==> src/design/foi_pkg.sv <==
// Shared types, constants and functions of the framed odometry integrator.
// No dependencies; every other file uses it by scoped names.
package foi_pkg;

  localparam int unsigned PayloadBytes = 8;
  localparam int unsigned CordicSteps  = 28;
  localparam logic signed [33:0] CordicGain = 34'sd652032874;
  localparam logic [31:0] InvTwoPiQ32 = 32'd683565276;

  localparam logic [7:0]  StartReset = 8'hFF;
  localparam logic [7:0]  EndReset   = 8'hFE;
  localparam logic [31:0] TickReset  = 32'd4295;

  localparam logic [7:0] RegStart = 8'd0;
  localparam logic [7:0] RegEnd   = 8'd1;
  localparam logic [7:0] RegTick  = 8'd2;

  typedef struct packed {
    logic [31:0] raw_v;
    logic [31:0] raw_w;
    logic [31:0] stamp;
  } frame_t;

  typedef struct packed {
    logic empty;
    logic full;
  } fq_stat_t;

  function automatic logic signed [20:0] single_to_q16(input logic [31:0] bits);
    logic [7:0]  e;
    logic [23:0] sig;
    logic [7:0]  sh;
    logic [23:0] mag;
    logic signed [20:0] res;
    e   = bits[30:23];
    sig = {1'b1, bits[22:0]};
    sh  = 8'd134 - e;
    mag = (sh >= 8'd24) ? 24'd0 : (sig >> sh[4:0]);
    if (e == 8'd0 || e == 8'd255 || e > 8'd130) begin
      res = '0;
    end else if (e == 8'd130 && sig >= 24'hA00000) begin
      res = '0;
    end else if (bits[31]) begin
      res = -$signed({1'b0, mag[19:0]});
    end else begin
      res = $signed({1'b0, mag[19:0]});
    end
    return res;
  endfunction

  function automatic logic [29:0] atan_bam(input logic [4:0] i);
    logic [29:0] r;
    case (i)
      5'd0:  r = 30'd536870912;
      5'd1:  r = 30'd316933406;
      5'd2:  r = 30'd167458907;
      5'd3:  r = 30'd85004756;
      5'd4:  r = 30'd42667331;
      5'd5:  r = 30'd21354465;
      5'd6:  r = 30'd10679838;
      5'd7:  r = 30'd5340245;
      5'd8:  r = 30'd2670163;
      5'd9:  r = 30'd1335087;
      5'd10: r = 30'd667544;
      5'd11: r = 30'd333772;
      5'd12: r = 30'd166886;
      5'd13: r = 30'd83443;
      5'd14: r = 30'd41722;
      5'd15: r = 30'd20861;
      5'd16: r = 30'd10430;
      5'd17: r = 30'd5215;
      5'd18: r = 30'd2608;
      5'd19: r = 30'd1304;
      5'd20: r = 30'd652;
      5'd21: r = 30'd326;
      5'd22: r = 30'd163;
      5'd23: r = 30'd81;
      5'd24: r = 30'd41;
      5'd25: r = 30'd20;
      5'd26: r = 30'd10;
      5'd27: r = 30'd5;
      default: r = 30'd0;
    endcase
    return r;
  endfunction

endpackage

==> src/design/foi_framer.sv <==
// Front part: hunts for the start marker, collects the payload, checks the end marker.
// Depends on foi_pkg; pushes good frames into foi_fq.
module foi_framer (
  input  logic              clk_i,
  input  logic              rst_ni,
  input  logic              push_i,
  input  logic              stall_i,
  input  logic [7:0]        rx_byte_i,
  input  logic [31:0]       arrival_time_i,
  input  logic [7:0]        start_marker_i,
  input  logic [7:0]        end_marker_i,
  output logic              frame_push_o,
  output foi_pkg::frame_t   frame_o
);

  logic       in_frame_q, in_frame_d;
  logic [3:0] count_q, count_d;
  logic [7:0] payload_q [foi_pkg::PayloadBytes];
  logic       accept;
  logic       good_end;

  assign accept   = push_i && !stall_i;
  assign good_end = accept && in_frame_q && count_q[3] && (rx_byte_i == end_marker_i);

  always_comb begin
    in_frame_d = in_frame_q;
    count_d    = count_q;
    if (accept) begin
      if (!in_frame_q) begin
        if (rx_byte_i == start_marker_i) begin
          in_frame_d = 1'b1;
          count_d    = '0;
        end
      end else if (!count_q[3]) begin
        count_d = count_q + 4'd1;
      end else if (rx_byte_i != end_marker_i) begin
        count_d = '0;
        if (rx_byte_i != start_marker_i) begin
          in_frame_d = 1'b0;
        end
      end else begin
        in_frame_d = 1'b0;
        count_d    = '0;
      end
    end
  end

  always_ff @(posedge clk_i or negedge rst_ni) begin
    if (!rst_ni) begin
      in_frame_q <= 1'b0;
      count_q    <= '0;
    end else begin
      in_frame_q <= in_frame_d;
      count_q    <= count_d;
    end
  end

  always_ff @(posedge clk_i) begin
    if (accept && in_frame_q && !count_q[3]) begin
      payload_q[count_q[2:0]] <= rx_byte_i;
    end
  end

  assign frame_push_o  = good_end;
  assign frame_o.raw_v = {payload_q[3], payload_q[2], payload_q[1], payload_q[0]};
  assign frame_o.raw_w = {payload_q[7], payload_q[6], payload_q[5], payload_q[4]};
  assign frame_o.stamp = arrival_time_i;

endmodule

==> config.mk <==
export PLATFORM = sky130hd
export DESIGN_NAME = foi_framer
export DESIGN_NICKNAME = d
export VERILOG_FILES = /design/src/design/foi_pkg.sv /design/src/design/foi_framer.sv
export SDC_FILE = /design/constraint.sdc
export NUM_CORES = 1
export LEC_CHECK = 0
export ABC_AREA = 1
export BUFFER_PORTS_ARGS = -buffer_cell sky130_fd_sc_hd__buf_2
export CORE_ASPECT_RATIO = 1.1
export CORE_MARGIN = 2
export CORE_UTILIZATION = 35
export CTS_CLUSTER_DIAMETER = 150
export DETAILED_ROUTE_END_ITERATION = 10
export PLACE_DENSITY = 0.65
export SLEW_MARGIN = 40
export SYNTH_ARGS = -nofsm -noshare
export SYNTH_HDL_FRONTEND = slang
export SYNTH_SLANG_ARGS = --single-unit
export TNS_END_PERCENT = 100
==> constraint.sdc <==
create_clock -name clk_i -period 4.3 [get_ports clk_i]
set_input_delay 0.645 -clock clk_i [delete_from_list [all_inputs] [get_ports clk_i]]
set_output_delay 0.645 -clock clk_i [all_outputs]
set_load 0.03 [all_outputs]
==> summary.md <==
| Metric | Value |
|---|---|
| Setup TNS | `0 ns` |
| Hold WC Path Type | `primary input to async pin` |
| Cells after Synth | `216` |
| Post-CTS Setup Inserts | `0` |
| CORE AREA | `7910 µm²` |
| Slew Viols, Final | `0` |
| Critical path's top delay family | `buffers and inverters` |
| CP arrival | `1.68 ns` |
| Sw Share | `21.7%` |
| YS warnings | `0` |
| Initial antenna violation count | `0` |
| Die H | `98.7 µm` |
| GP Congestion | `0.862` |
| Via count | `1743` |
| R2R depth | `3` |
| Antenna-violating nets left | `0` |
| Peak supply drop | `0.000159 V` |
| Initial DRC count | `63` |
| Pwr dens | `389 nW/µm²` |
| Unrepaired setup endpoints after global routing | `no` |
| Share of cells above drive strength 1 | `39.9%` |
| Leakage | `1.44 nW` |
| Worst Max-Slew Pin Slew | `0.724 ns` |
| Worst Path Max Fanout | `11` |
| Share of total power in combinational logic | `6.3%` |
| DRC | `0` |
| Starting Density | `36.1%` |
| Fin crit share | `54.1%` |
| Cell variety after synth | `20` |
| Critical path's slowest cell | `buf_2` |
| Final net count | `349` |
| Vias per cell | `4.35` |
| Largest net degree at the start of global routing | `13` |
| Routed len/inst | `14.7 µm` |
| Worst-case clock skew | `0.00407 ns` |
| Sequential Power Share | `57.1%` |
| CTS clock-pin slew for the worst setup and hold paths | `0.07 ns` |
| Final hold violations | `0` |
| Site Rows | `34` |
| Max Cap Viol | `0` |
| Achievable Freq | `0.430 GHz` |
| Final setup viols | `0` |
| Clk sinks | `69` |
| Total gr overflow | `0` |
| Die outline area | `8890 µm²` |
| Hold_buf cts | `0` |
| Depth of the CTS H-tree | `3` |
| PostCTS Resize Cnt | `0` |
| CTS tree | `yes` |
| Tmin final | `2.33 ns` |
| Register area share after synthesis | `71.8%` |
| Seq cells post-synth | `69` |
| Stages on worst setup path | `8` |
| Psw | `0.289 mW` |
| Clk_lat worst skew | `0.33 ns` |
| Synth-to-Final Area Change | `19.7%` |
| Hold_ws | `0.122 ns` |
| CTS root buf | `clkbuf_8` |
| N_diodes | `0` |
| Critical Path RT | `3.65 ns` |
| Max incr delay on CP | `0.24 ns` |
| CP Launch Type | `primary input` |
| IO Pins | `157` |
| Worst-path cell chain | `buf_2, inv_1, nand2_1, nand2_1, nor2_1, nand3_1, nor2_2, buf_2` |
| Crit end category | `primary output` |
| Num CTS Buffers | `9` |
| Mapped Area | `2850 µm²` |
| Internal power | `1.04 mW` |
| Drt pass-1 iters | `4` |
| Buf/Inv on CP | `3` |
| Vias in the first global route | `1635` |
| Clk network pwr share | `36.5%` |
| All-Layer GR Usage | `13.6%` |
| HPWL Detailed | `4.23 mm` |
| # port buffers | `92` |
| Syn_nets | `277` |
| WL final | `5.90 mm` |
| Status | `complete, no violations` |
| Die Width | `90.1 µm` |
| Crit Path Class | `primary input to primary output` |
| Max Buffers Root-to-Sink | `2` |
| Slew HR | `51.5%` |
| First-pass GRT wire length | `8.80 mm` |
| Syn Area/Cell | `13.2 µm²` |
[cells in the final DEF, fill, tap and decap left out]
cell         n
buf_2       92
buf_4        1
bufinv_16    1
clkbuf_1     3
clkbuf_8     9
clkinv_1     1
clkinvlp_4   2
dfrtp_1      5
edfxtp_1    64
ha_1         1
inv_1       19
nand2_1     46
nand2_2      1
nand2_4      2
nand3_1      7
nand4_1      2
nor2_1      16
nor2_2       1
nor2_4       2
nor2_8       1
nor3_1       1
nor3_2       3
o21ai_0      2
o21ai_2      1
or2_2        1
xnor2_1      7
xor2_1       2
[flip-flops by register name, indices dropped and copies added, names as in the netlist]
name / count
payload_q: 64
in_frame_q: 1
count_q: 4
[Yosys cell counts]
master / n / area (µm²)
xor2_1: 2 / 17.5
nand2_2: 1 / 6.26
nand4_1: 2 / 12.5
inv_1: 19 / 71.3
nor2_4: 2 / 22.5
edfxtp_1: 64 / 1920
nor2_8: 1 / 20.0
o21ai_0: 2 / 10.0
dfrtp_1: 5 / 125
nand2_1: 46 / 173
buf_4: 32 / 240
xnor2_1: 7 / 61.3
nor2_2: 1 / 6.26
o21ai_2: 1 / 8.76
nor2_1: 16 / 60.1
nand2_4: 2 / 22.5
or2_2: 1 / 6.26
nand3_1: 7 / 35.0
nor3_1: 4 / 20.0
ha_1: 1 / 12.5
[metrics by stage]
step	total power, mW	util [%]	worst slack, ns	cell area (µm²)	std cells
global placement	0.857	40.6	1.89	3220	385
global route	1.38	43.2	1.85	3410	401
detailed placement	0.860	40.8	1.98	3230	385
floorplan	0.872	-	2.21	2850	216
CTS	1.35	43.2	1.97	3410	401
finish	1.33	43.2	1.97	3410	401
[power by group through the flow]
| stage | Clock [mW] | Sequential (mW) | Combinational, mW |
|---|---|---|---|
| CTS | 0.501 | 0.759 | 0.0858 |
| finish | 0.486 | 0.760 | 0.0841 |
| global placement | 0 | 0.773 | 0.0845 |
| global route | 0.524 | 0.761 | 0.0966 |
| detailed placement | 0 | 0.773 | 0.0861 |
| floorplan | 0 | 0.775 | 0.0975 |
[worst reg2reg max path: cells and delay by family, from the launching register on]
| family | cells | cell delay (ns) |
|---|---|---|
| DFF | 1 | 0.48 |
| and+or+nand+nor | 3 | 0.82 |
[layer usage]
metal	vias up	track usage, %	wire length (µm)
li1	835	-	-
met2	82	21.8	2830
met3	39	4.59	490
met5	-	0	0
met1	787	15.3	2300
met4	0	9.82	275
[area by class of cell]
class | instances | area (µm²)
repair buffers | 93 | 468
clock buffers | 12 | 135
clock inverters | 4 | 48.8
fillers | 757 | 4500
well taps | 108 | 135
flip-flops and latches | 69 | 2050
multi-input cells | 96 | 509
inverters | 19 | 71.3
[logic make-up (layout without fill, tap and decap cells)]
family,Yosys count,count (layout),share of synthesized area (%)
simple gates,83,83,13.5
flops,69,69,71.8
fa+ha+maj,1,1,0.439
xor+xnor,9,9,2.76
compound gates,3,3,0.658
buf+inv,51,128,10.9
[path summary, 6_finish.rpt]
| kind | from | end | slack [ns] |
|---|---|---|---|
| max reg2reg | count_q[3] | payload_q[3][4] | 2.63 |
| min in group clk_i | count_q[0] | count_q[0] | 0.63 |
| min reg2reg | count_q[0] | count_q[0] | 0.63 |
| max in group asynchronous | rst_ni | count_q[1] | 4.04 |
| max | rx_byte_i[5] | frame_push_o | 1.97 |
| min | rst_ni | in_frame_q | 0.12 |
Power figures use the tool's default switching activity.
