<file path="src/design/foi_pkg.sv">
// Shared types, constants and functions of the framed odometry integrator.
// No dependencies; every other file uses it by scoped names.
package foi_pkg;

  localparam int unsigned PayloadBytes = 8;
  localparam int unsigned CordicSteps  = 28;
  localparam logic signed [33:0] CordicGain = 34'sd652032874;
  localparam logic [31:0] InvTwoPiQ32 = 32'd683565276;

  localparam logic [7:0]  StartReset = 8'hFF;
  localparam logic [7:0]  EndReset   = 8'hFE;
  localparam logic [31:0] TickReset  = 32'd4295;

  localparam logic [7:0] RegStart = 8'd0;
  localparam logic [7:0] RegEnd   = 8'd1;
  localparam logic [7:0] RegTick  = 8'd2;

  typedef struct packed {
    logic [31:0] raw_v;
    logic [31:0] raw_w;
    logic [31:0] stamp;
  } frame_t;

  typedef struct packed {
    logic empty;
    logic full;
  } fq_stat_t;

  function automatic logic signed [20:0] single_to_q16(input logic [31:0] bits);
    logic [7:0]  e;
    logic [23:0] sig;
    logic [7:0]  sh;
    logic [23:0] mag;
    logic signed [20:0] res;
    e   = bits[30:23];
    sig = {1'b1, bits[22:0]};
    sh  = 8'd134 - e;
    mag = (sh >= 8'd24) ? 24'd0 : (sig >> sh[4:0]);
    if (e == 8'd0 || e == 8'd255 || e > 8'd130) begin
      res = '0;
    end else if (e == 8'd130 && sig >= 24'hA00000) begin
      res = '0;
    end else if (bits[31]) begin
      res = -$signed({1'b0, mag[19:0]});
    end else begin
      res = $signed({1'b0, mag[19:0]});
    end
    return res;
  endfunction

  function automatic logic [29:0] atan_bam(input logic [4:0] i);
    logic [29:0] r;
    case (i)
      5'd0:  r = 30'd536870912;
      5'd1:  r = 30'd316933406;
      5'd2:  r = 30'd167458907;
      5'd3:  r = 30'd85004756;
      5'd4:  r = 30'd42667331;
      5'd5:  r = 30'd21354465;
      5'd6:  r = 30'd10679838;
      5'd7:  r = 30'd5340245;
      5'd8:  r = 30'd2670163;
      5'd9:  r = 30'd1335087;
      5'd10: r = 30'd667544;
      5'd11: r = 30'd333772;
      5'd12: r = 30'd166886;
      5'd13: r = 30'd83443;
      5'd14: r = 30'd41722;
      5'd15: r = 30'd20861;
      5'd16: r = 30'd10430;
      5'd17: r = 30'd5215;
      5'd18: r = 30'd2608;
      5'd19: r = 30'd1304;
      5'd20: r = 30'd652;
      5'd21: r = 30'd326;
      5'd22: r = 30'd163;
      5'd23: r = 30'd81;
      5'd24: r = 30'd41;
      5'd25: r = 30'd20;
      5'd26: r = 30'd10;
      5'd27: r = 30'd5;
      default: r = 30'd0;
    endcase
    return r;
  endfunction

endpackage

</file>
<file path="src/design/foi_fq.sv">
// Two-entry queue of good frames between front and back parts.
// Depends on foi_pkg.
module foi_fq (
  input  logic                clk_i,
  input  logic                rst_ni,
  input  logic                push_i,
  input  foi_pkg::frame_t     data_i,
  input  logic                pop_i,
  output foi_pkg::frame_t     data_o,
  output foi_pkg::fq_stat_t   stat_o
);

  foi_pkg::frame_t mem_q [2];
  logic       wr_q, rd_q;
  logic [1:0] cnt_q;
  logic       do_push, do_pop;

  assign stat_o.empty = (cnt_q == 2'd0);
  assign stat_o.full  = (cnt_q == 2'd2);
  assign do_push = push_i && !stat_o.full;
  assign do_pop  = pop_i && !stat_o.empty;
  assign data_o  = mem_q[rd_q];

  always_ff @(posedge clk_i or negedge rst_ni) begin
    if (!rst_ni) begin
      wr_q  <= 1'b0;
      rd_q  <= 1'b0;
      cnt_q <= '0;
    end else begin
      if (do_push) wr_q <= !wr_q;
      if (do_pop)  rd_q <= !rd_q;
      cnt_q <= cnt_q + {1'b0, do_push} - {1'b0, do_pop};
    end
  end

  always_ff @(posedge clk_i) begin
    if (do_push) begin
      mem_q[wr_q] <= data_i;
    end
  end

endmodule

</file>
<file path="config.mk">
export PLATFORM = sky130hd
export DESIGN_NAME = foi_fq
export DESIGN_NICKNAME = d
export VERILOG_FILES = /design/src/design/foi_pkg.sv /design/src/design/foi_fq.sv
export SDC_FILE = /design/constraint.sdc
export NUM_CORES = 1
export LEC_CHECK = 0
export ABC_AREA = 0
export BUFFER_PORTS_ARGS = -buffer_cell sky130_fd_sc_hd__buf_2
export CORE_ASPECT_RATIO = 0.8
export CORE_MARGIN = 2
export CORE_UTILIZATION = 45
export DETAILED_ROUTE_END_ITERATION = 16
export MAX_ROUTING_LAYER = met4
export PLACE_DENSITY = 0.67
export SKIP_LAST_GASP = 1
export SYNTH_ARGS = -nofsm -noshare
export SYNTH_HDL_FRONTEND = slang
export SYNTH_SLANG_ARGS = --single-unit
</file>
<file path="constraint.sdc">
create_clock -name clk_i -period 7.2 [get_ports clk_i]
set_clock_uncertainty 0.1 [all_clocks]
set_input_delay 0.72 -clock clk_i [delete_from_list [all_inputs] [get_ports clk_i]]
set_output_delay 0.72 -clock clk_i [all_outputs]
set_load 0.05 [all_outputs]
</file>
==> run summary, run 1 <==
SYNTH
------------------------------------------------------------------------------------------------------
Largest family of logic cells by synthesized area ....................................... multiplexers
Cell types occupying the most area after synthesis ...................................... sky130_fd_sc_hd__edfxtp_1, sky130_fd_sc_hd__mux2_2, sky130_fd_sc_hd__mux2_4
Post-synthesis area per instance ........................................................     22.8 um2
Leading cell type by number of instances after synthesis ................................ sky130_fd_sc_hd__edfxtp_1
Post-synthesis net count ................................................................          419
Post-synth top area cell ................................................................ sky130_fd_sc_hd__edfxtp_1
Count of unique library cells instantiated by Yosys .....................................           15
Post-synthesis sequential element count .................................................          196
Multiplexer share of the synthesized area ...............................................        0.165
Synth Area in Simple Gates ..............................................................      0.00415
Sequential share of the synthesized area ................................................        0.810
Number of instances in the synthesized netlist ..........................................          317
Area share of xor/xnor cells in the synthesized design ..................................      0.00484
Async S/R FF share, synth ...............................................................       0.0204
Number of flops mapped to enable cells by yosys .........................................          192
Yosys top cell area share ...............................................................        0.796
Area share of fa/ha/maj cells after synthesis ...........................................      0.00345
Ys flop type ............................................................................ sky130_fd_sc_hd__edfxtp_1
Complex-gate fraction of the synthesized area ...........................................            0
Most instantiated cells after synthesis ................................................. sky130_fd_sc_hd__edfxtp_1, sky130_fd_sc_hd__mux2_2, sky130_fd_sc_hd__mux2_4
Synth Cell Area .........................................................................     7240 um2
Count of yosys warnings during synthesis ................................................            0

GRT
------------------------------------------------------------------------------------------------------
Number of antenna violations at the first check in global routing .......................            2
Overall global routing resource usage ...................................................        0.159
Largest net degree at the start of global routing .......................................           61
GR Overflow Total .......................................................................            0
Via count of the first global-routing pass ..............................................         3780
First-pass GRT wire length ..............................................................      19.9 mm

CLOCK TREE
------------------------------------------------------------------------------------------------------
Cell at the root of the clock tree ...................................................... sky130_fd_sc_hd__clkbuf_16
Count of clock tree sinks ...............................................................          196
CTS tree ................................................................................         done
CTS Hold Bufs ...........................................................................            1
Source-to-sink clock delay at the later pin of the worst-skew pair ......................      0.42 ns
CTS H-Tree Depth ........................................................................            4
Maximum buffer depth of the clock tree ..................................................            2
Clock transition at the register clock pins on the worst setup and hold paths after CTS .      0.07 ns
Count of cells resized by post-cts repair ...............................................            0
Buffer count from post-CTS setup fixing .................................................            0
Cts bufs inserted .......................................................................           17

JOB
------------------------------------------------------------------------------------------------------
Max-cap violation count .................................................................            0

PWR
------------------------------------------------------------------------------------------------------
Cell Pwr Density ........................................................................   487 nW/um2
Post-route total power ..................................................................      4.40 mW
Leak ....................................................................................      3.46 nW
Peak VDD IR .............................................................................     0.318 mV

WORST SETUP PATH
------------------------------------------------------------------------------------------------------
Element type at the critical path start .................................................    flip-flop
Critical Path, Cell by Cell ............................................................. buf_4 > mux2_2 > buf_2
Critical Path Sink Type .................................................................  output port
Slowest stage cell, crit path ........................................................... sky130_fd_sc_hd__dfrtp_4
Arrival time of data at the critical path endpoint ......................................      2.70 ns
Highest fanout seen on the critical path ................................................           50
Buffers and inverters on the worst path .................................................            2
Worst Path Required .....................................................................      6.38 ns
Biggest cell delay along the critical path ..............................................      0.87 ns
CP Class ................................................................................   reg -> out
Cell family with most CP delay .......................................................... buffers and inverters

STA
------------------------------------------------------------------------------------------------------
Min Tclk post-route .....................................................................      3.52 ns
Fmax ....................................................................................    0.284 GHz
Transition at the pin with the smallest max-transition slack ............................      1.06 ns
Setup TNS ...............................................................................         0 ns
Setup violations, final .................................................................            0
Final Max Slew Viols ....................................................................            0
RSZ-0062 raised after global routing ....................................................           no
Final hold vios .........................................................................            0
Slew Limit Headroom .....................................................................        0.289
Final period util .......................................................................        0.488

PLACEMENT
------------------------------------------------------------------------------------------------------
Buffers on Ports ........................................................................          197
Detailed placer's ending HPWL ...........................................................      8.41 mm
Placer Congestion .......................................................................        0.751

ROUTING
------------------------------------------------------------------------------------------------------
Count of antenna-violating nets left after detailed routing .............................            0
# DRC ...................................................................................            0
First-iteration detailed-routing DRC count ..............................................          266
Number of iterations in the first detailed-routing pass .................................            4
Total via count after detailed routing ..................................................         3603
Average wire length per cell after detail routing .......................................      17.0 um
Drt total wl ............................................................................      12.8 mm
Per-cell via count in the routed design .................................................         4.77

DIE
------------------------------------------------------------------------------------------------------
Die Outline Area ........................................................................    17100 um2
Starting density of the core ............................................................        0.460
Floorplan core area .....................................................................    15700 um2
Placement row count .....................................................................           41
Count of pins on the block boundary .....................................................          198
Vertical die dimension ..................................................................       117 um
Die width ...............................................................................       146 um

FINISH
------------------------------------------------------------------------------------------------------
Final standard cell utilization of the core .............................................        0.574
Combined flip-flop and latch cell area ..................................................     5870 um2
Signed area change from the synthesized netlist to the final layout .....................        24.9%
Final nets ..............................................................................          628
Fraction of layout instances using a drive strength above 1 .............................        0.610
Number of fill cells in the layout ......................................................         1211
Multi-input logic area ..................................................................     1300 um2

HOLD PATH
------------------------------------------------------------------------------------------------------
HP Class ................................................................................    in -> reg

OUTCOME
------------------------------------------------------------------------------------------------------
Run status .............................................................................. finished, final reports clean

[kinds of logic after synthesis]
logic type | after synthesis
adders and majority gates | 2
buffers and inverters | 13
muxes | 96
and+or+nand+nor | 6
xor gates and xnor gates | 4
DFF | 196
[layout by cell type (no fill, tap or decap), types with 3 or more instances in the layout]
cell type / Yosys / routed
sky130_fd_sc_hd__buf_2: 6 / 197
sky130_fd_sc_hd__edfxtp_1: 192 / 192
sky130_fd_sc_hd__mux2_2: 66 / 66
sky130_fd_sc_hd__mux2_4: 30 / 30
sky130_fd_sc_hd__clkbuf_16: 0 / 17
sky130_fd_sc_hd__xnor2_1: 3 / 3
sky130_fd_sc_hd__clkinv_2: 0 / 3
sky130_fd_sc_hd__clkinvlp_4: 0 / 3
sky130_fd_sc_hd__inv_6: 0 / 3
sky130_fd_sc_hd__dfrtp_1: 4 / 3
sky130_fd_sc_hd__buf_4: 0 / 3
[sequential cells by signal, summed over array words and instances, names as in the netlist]
register and cells:
mem_q 192, rd_q 1, wr_q 1, cnt_q 2
[stage by stage]
| step | setup WS, ns | instance area, um2 | cells | hold WS [ns] |
|---|---|---|---|---|
| after floorplan | 1.74 | 7240 | 317 | 0.324 |
| after global placement | 4.09 | 8450 | 721 | 0.394 |
| after detailed placement | 4.06 | 8450 | 721 | 0.395 |
| after CTS | 3.61 | 9040 | 754 | 0.361 |
| after global routing | 3.51 | 9040 | 756 | 0.358 |
| final | 3.68 | 9040 | 756 | 0.384 |
[power breakdown]
group | switching (mW) | internal (mW) | total (mW)
logic | 1.29 | 0.515 | 1.81
registers | 0.112 | 1.56 | 1.68
clock network | 0.407 | 0.516 | 0.923
total | 1.81 | 2.59 | 4.40
[worst paths after layout]
kind                           endpoint  slack [ns]  startpoint  cells after the start
setup / recovery              data_o[1]        3.68        rd_q                      3
hold / removal             mem_q[0][51]        0.38  data_i[51]                      1
setup reg to reg           mem_q[0][79]        4.35    cnt_q[1]                      4
hold reg to reg                cnt_q[1]        0.41    cnt_q[1]                      1
max in group asynchronous          rd_q        6.31      rst_ni                      2
min in group asynchronous      cnt_q[0]        0.55      rst_ni                      2
[routing by layer]
layer  part of all wire  up-vias  track usage
li1                   -     1674            -
met1               0.45     1756        0.211
met2               0.45      157        0.229
met3              0.079       16       0.0488
met4              0.017        0       0.0656
met5                  0        -            -
[layout make-up]
type	instances	area share
sequential	196	0.649
inverter	2	0.000830
clock buffer	18	0.0474
tap	215	0.0297
clock inverter	14	0.0166
multi-input combinational	108	0.143
antenna	2	0.000553
timing repair buffer	201	0.113
(Power assumes the default switching activity.)
==> run 2, diff against run 1 <==
- PLACE_DENSITY: 0.67 -> 0.7
- clock period: 7.2 -> 3.1 ns (I/O delays scaled with it)
==> run summary, run 2 (synthesis results as in run 1) <==
OUTCOME
------------------------------------------------------------------------------------------------------
Run status .............................................................................. finished, final reports clean

DIE
------------------------------------------------------------------------------------------------------
Starting density of the core ............................................................        0.460   unchanged
Die width ...............................................................................       146 um   unchanged
Placement row count .....................................................................           41   unchanged
Count of pins on the block boundary .....................................................          198   unchanged
Die Outline Area ........................................................................    17100 um2   unchanged
Vertical die dimension ..................................................................       117 um   unchanged
Floorplan core area .....................................................................    15700 um2   unchanged

CLOCK TREE
------------------------------------------------------------------------------------------------------
Maximum buffer depth of the clock tree ..................................................            2   unchanged
Count of cells resized by post-cts repair ...............................................            0   unchanged
CTS H-Tree Depth ........................................................................            4   unchanged
Buffer count from post-CTS setup fixing .................................................            0   unchanged
CTS tree ................................................................................         done
Source-to-sink clock delay at the later pin of the worst-skew pair ......................      0.42 ns   about the same
Clock transition at the register clock pins on the worst setup and hold paths after CTS .      0.07 ns   about the same
Cts bufs inserted .......................................................................           17   unchanged
Count of clock tree sinks ...............................................................          196   unchanged
Cell at the root of the clock tree ...................................................... sky130_fd_sc_hd__clkbuf_16
CTS Hold Bufs ...........................................................................           97   +96

ROUTING
------------------------------------------------------------------------------------------------------
Number of iterations in the first detailed-routing pass .................................            4   unchanged
Average wire length per cell after detail routing .......................................      16.1 um   -5.2%
Total via count after detailed routing ..................................................         3960   +9.9%
Drt total wl ............................................................................      13.8 mm   +7.1%
Count of antenna-violating nets left after detailed routing .............................            0   unchanged
Per-cell via count in the routed design .................................................         4.64   -2.7%
# DRC ...................................................................................            0   unchanged
First-iteration detailed-routing DRC count ..............................................          216   -19%

STA
------------------------------------------------------------------------------------------------------
Setup TNS ...............................................................................         0 ns   unchanged
Final hold vios .........................................................................            0   unchanged
Final period util .......................................................................        0.810
Fmax ....................................................................................    0.398 GHz
Setup violations, final .................................................................            0   unchanged
Slew Limit Headroom .....................................................................        0.463   +0.173
Worst-case setup margin in the final layout .............................................     0.590 ns   -3.09 ns
Post-Route Hold Slack ...................................................................     0.138 ns   -0.246 ns
Final Max Slew Viols ....................................................................            0   unchanged
Min Tclk post-route .....................................................................      2.51 ns
Transition at the pin with the smallest max-transition slack ............................     0.806 ns   -0.257 ns
RSZ-0062 raised after global routing ....................................................           no

GRT
------------------------------------------------------------------------------------------------------
GR Overflow Total .......................................................................            0   unchanged
Number of antenna violations at the first check in global routing .......................            0   -2
Largest net degree at the start of global routing .......................................           60   -1.6%
Overall global routing resource usage ...................................................        0.168   +0.00891
First-pass GRT wire length ..............................................................      21.4 mm   +7.3%
Via count of the first global-routing pass ..............................................         4297   +14%

HOLD PATH
------------------------------------------------------------------------------------------------------
HP Class ................................................................................  in -> async

WORST SETUP PATH
------------------------------------------------------------------------------------------------------
Length in cells of the worst reg-to-reg path ............................................            4   unchanged
Launching point of the worst reg2reg path ...............................................     cnt_q[0]
Destination of the critical timing path .................................................    data_o[8]
Highest fanout seen on the critical path ................................................           41   -18%
Worst Path Required .....................................................................      2.69 ns   -3.69 ns
Critical Path Sink Type .................................................................  output port
CP Class ................................................................................   reg -> out
Launching element of the worst setup path ...............................................         rd_q
Element type at the critical path start .................................................    flip-flop
Endpoint of the worst-slack reg-to-reg timing path ...................................... mem_q[0][85]
Register-to-Register Setup Slack ........................................................      1.11 ns   -3.24 ns
Arrival time of data at the critical path endpoint ......................................      2.10 ns   -0.60 ns

PWR
------------------------------------------------------------------------------------------------------
Clock share of power ....................................................................        0.212   +0.002
Seq pwr share ...........................................................................        0.367   -0.013
Switching power share of the total ......................................................        0.405   -0.00628
Post-route total power ..................................................................      10.5 mW   +140%
Total net switching power ...............................................................      4.23 mW   +130%
Leak ....................................................................................      3.90 nW   +13%
Share of total power in combinational logic .............................................        0.421   +0.011
Internal power consumption ..............................................................      6.22 mW   +140%
Peak VDD IR .............................................................................     0.721 mV   +130%
Cell Pwr Density ........................................................................  1040 nW/um2   +110%

PLACEMENT
------------------------------------------------------------------------------------------------------
Pre-CTS setup slack .....................................................................      1.03 ns   -3.04 ns
Placer Congestion .......................................................................        0.727   -3.2%
Detailed placer's ending HPWL ...........................................................      8.44 mm   +0.29%
Buffers on Ports ........................................................................          197   unchanged

FINISH
------------------------------------------------------------------------------------------------------
Combined flip-flop and latch cell area ..................................................     5870 um2   unchanged
Largest registers in the final layout ................................................... mem_q: 192 flops, cnt_q: 2 flops
Number of fill cells in the layout ......................................................         1101   -9.1%
Fraction of layout instances using a drive strength above 1 .............................        0.520   -0.0908
Register containing the most flip-flops in the final layout .............................        mem_q
Multi-input logic area ..................................................................     1300 um2   unchanged
Ant diodes ..............................................................................            0   -2
Signed area change from the synthesized netlist to the final layout .....................        39.1%
Flip-flop count of the largest register, all copies and words added .....................          192   unchanged
Commonest non-fill, non-tap cell in the layout .......................................... sky130_fd_sc_hd__buf_2
Final standard cell utilization of the core .............................................        0.640   +0.0656
Most used cells in the layout excluding fill and tap cells .............................. sky130_fd_sc_hd__buf_2, sky130_fd_sc_hd__edfxtp_1, sky130_fd_sc_hd__dlygate4sd3_1
Final nets ..............................................................................          728   +16%

JOB
------------------------------------------------------------------------------------------------------
Max-cap violation count .................................................................            0   unchanged

[run 2: cell types whose count changed in the layout (fill, tap and decap cells not counted), moves of 2 or more]
| cell | delta |
|---|---|
| sky130_fd_sc_hd__clkinv_2 | -2 |
| sky130_fd_sc_hd__buf_12 | +2 |
| sky130_fd_sc_hd__dlygate4sd3_1 | +96 |
| sky130_fd_sc_hd__clkinv_1 | +2 |
| sky130_fd_sc_hd__diode_2 | -2 |
| sky130_fd_sc_hd__buf_4 | +2 |
[run 2: worst min path at each step]
stage                to  slack (ns)  depth (start not counted)
6_report       cnt_q[0]        0.14                          2
2_1_floorplan  cnt_q[0]       -0.09                          0
3_5_place_dp       wr_q        0.02                          1
5_1_grt        cnt_q[0]        0.12                          2
4_1_cts            rd_q        0.11                          2
3_3_place_gp   cnt_q[0]        0.02                          1
[run 2: per-stage QoR]
| stage | instances | cell area (um2) |
|---|---|---|
| after CTS | 854 | 10100 |
| after detailed placement | 725 | 8510 |
| final | 854 | 10100 |
| after global routing | 854 | 10100 |
| after floorplan | 317 | 7250 |
| after global placement | 725 | 8510 |
[run 2: metal layers]
layer  vias up  global-route usage  share of wire
met5         -                   -              0
met2       149               0.273           0.49
met3        15              0.0562          0.068
li1       1874                   -              -
met1      1922               0.201           0.43
met4         0              0.0460          0.012
[run 2: cell type report]
| type | count | area share |
|---|---|---|
| clock buffers | 17 | 0.0422 |
| clock inverters | 15 | 0.0175 |
| inverters | 2 | 0.000745 |
| multi-input cells | 108 | 0.129 |
| flip-flops and latches | 196 | 0.582 |
| well taps | 215 | 0.0267 |
| repair buffers | 301 | 0.202 |
[run 2: worst max-delay path, cell delays in order, from the launching register on]
cell,delay [ns]
sky130_fd_sc_hd__dfrtp_4,0.70
sky130_fd_sc_hd__buf_12,0.30
sky130_fd_sc_hd__mux2_2,0.39
sky130_fd_sc_hd__buf_2,0.21
[run 2: power groups by stage]
stage          clock, mW  combinational [mW]  sequential [mW]
4_1_cts             2.26                4.44             3.85
6_report            2.21                4.40             3.84
2_1_floorplan          0                3.56             3.79
3_5_place_dp           0                4.33             3.90
5_1_grt             2.37                4.60             3.90
3_3_place_gp           0                4.30             3.87
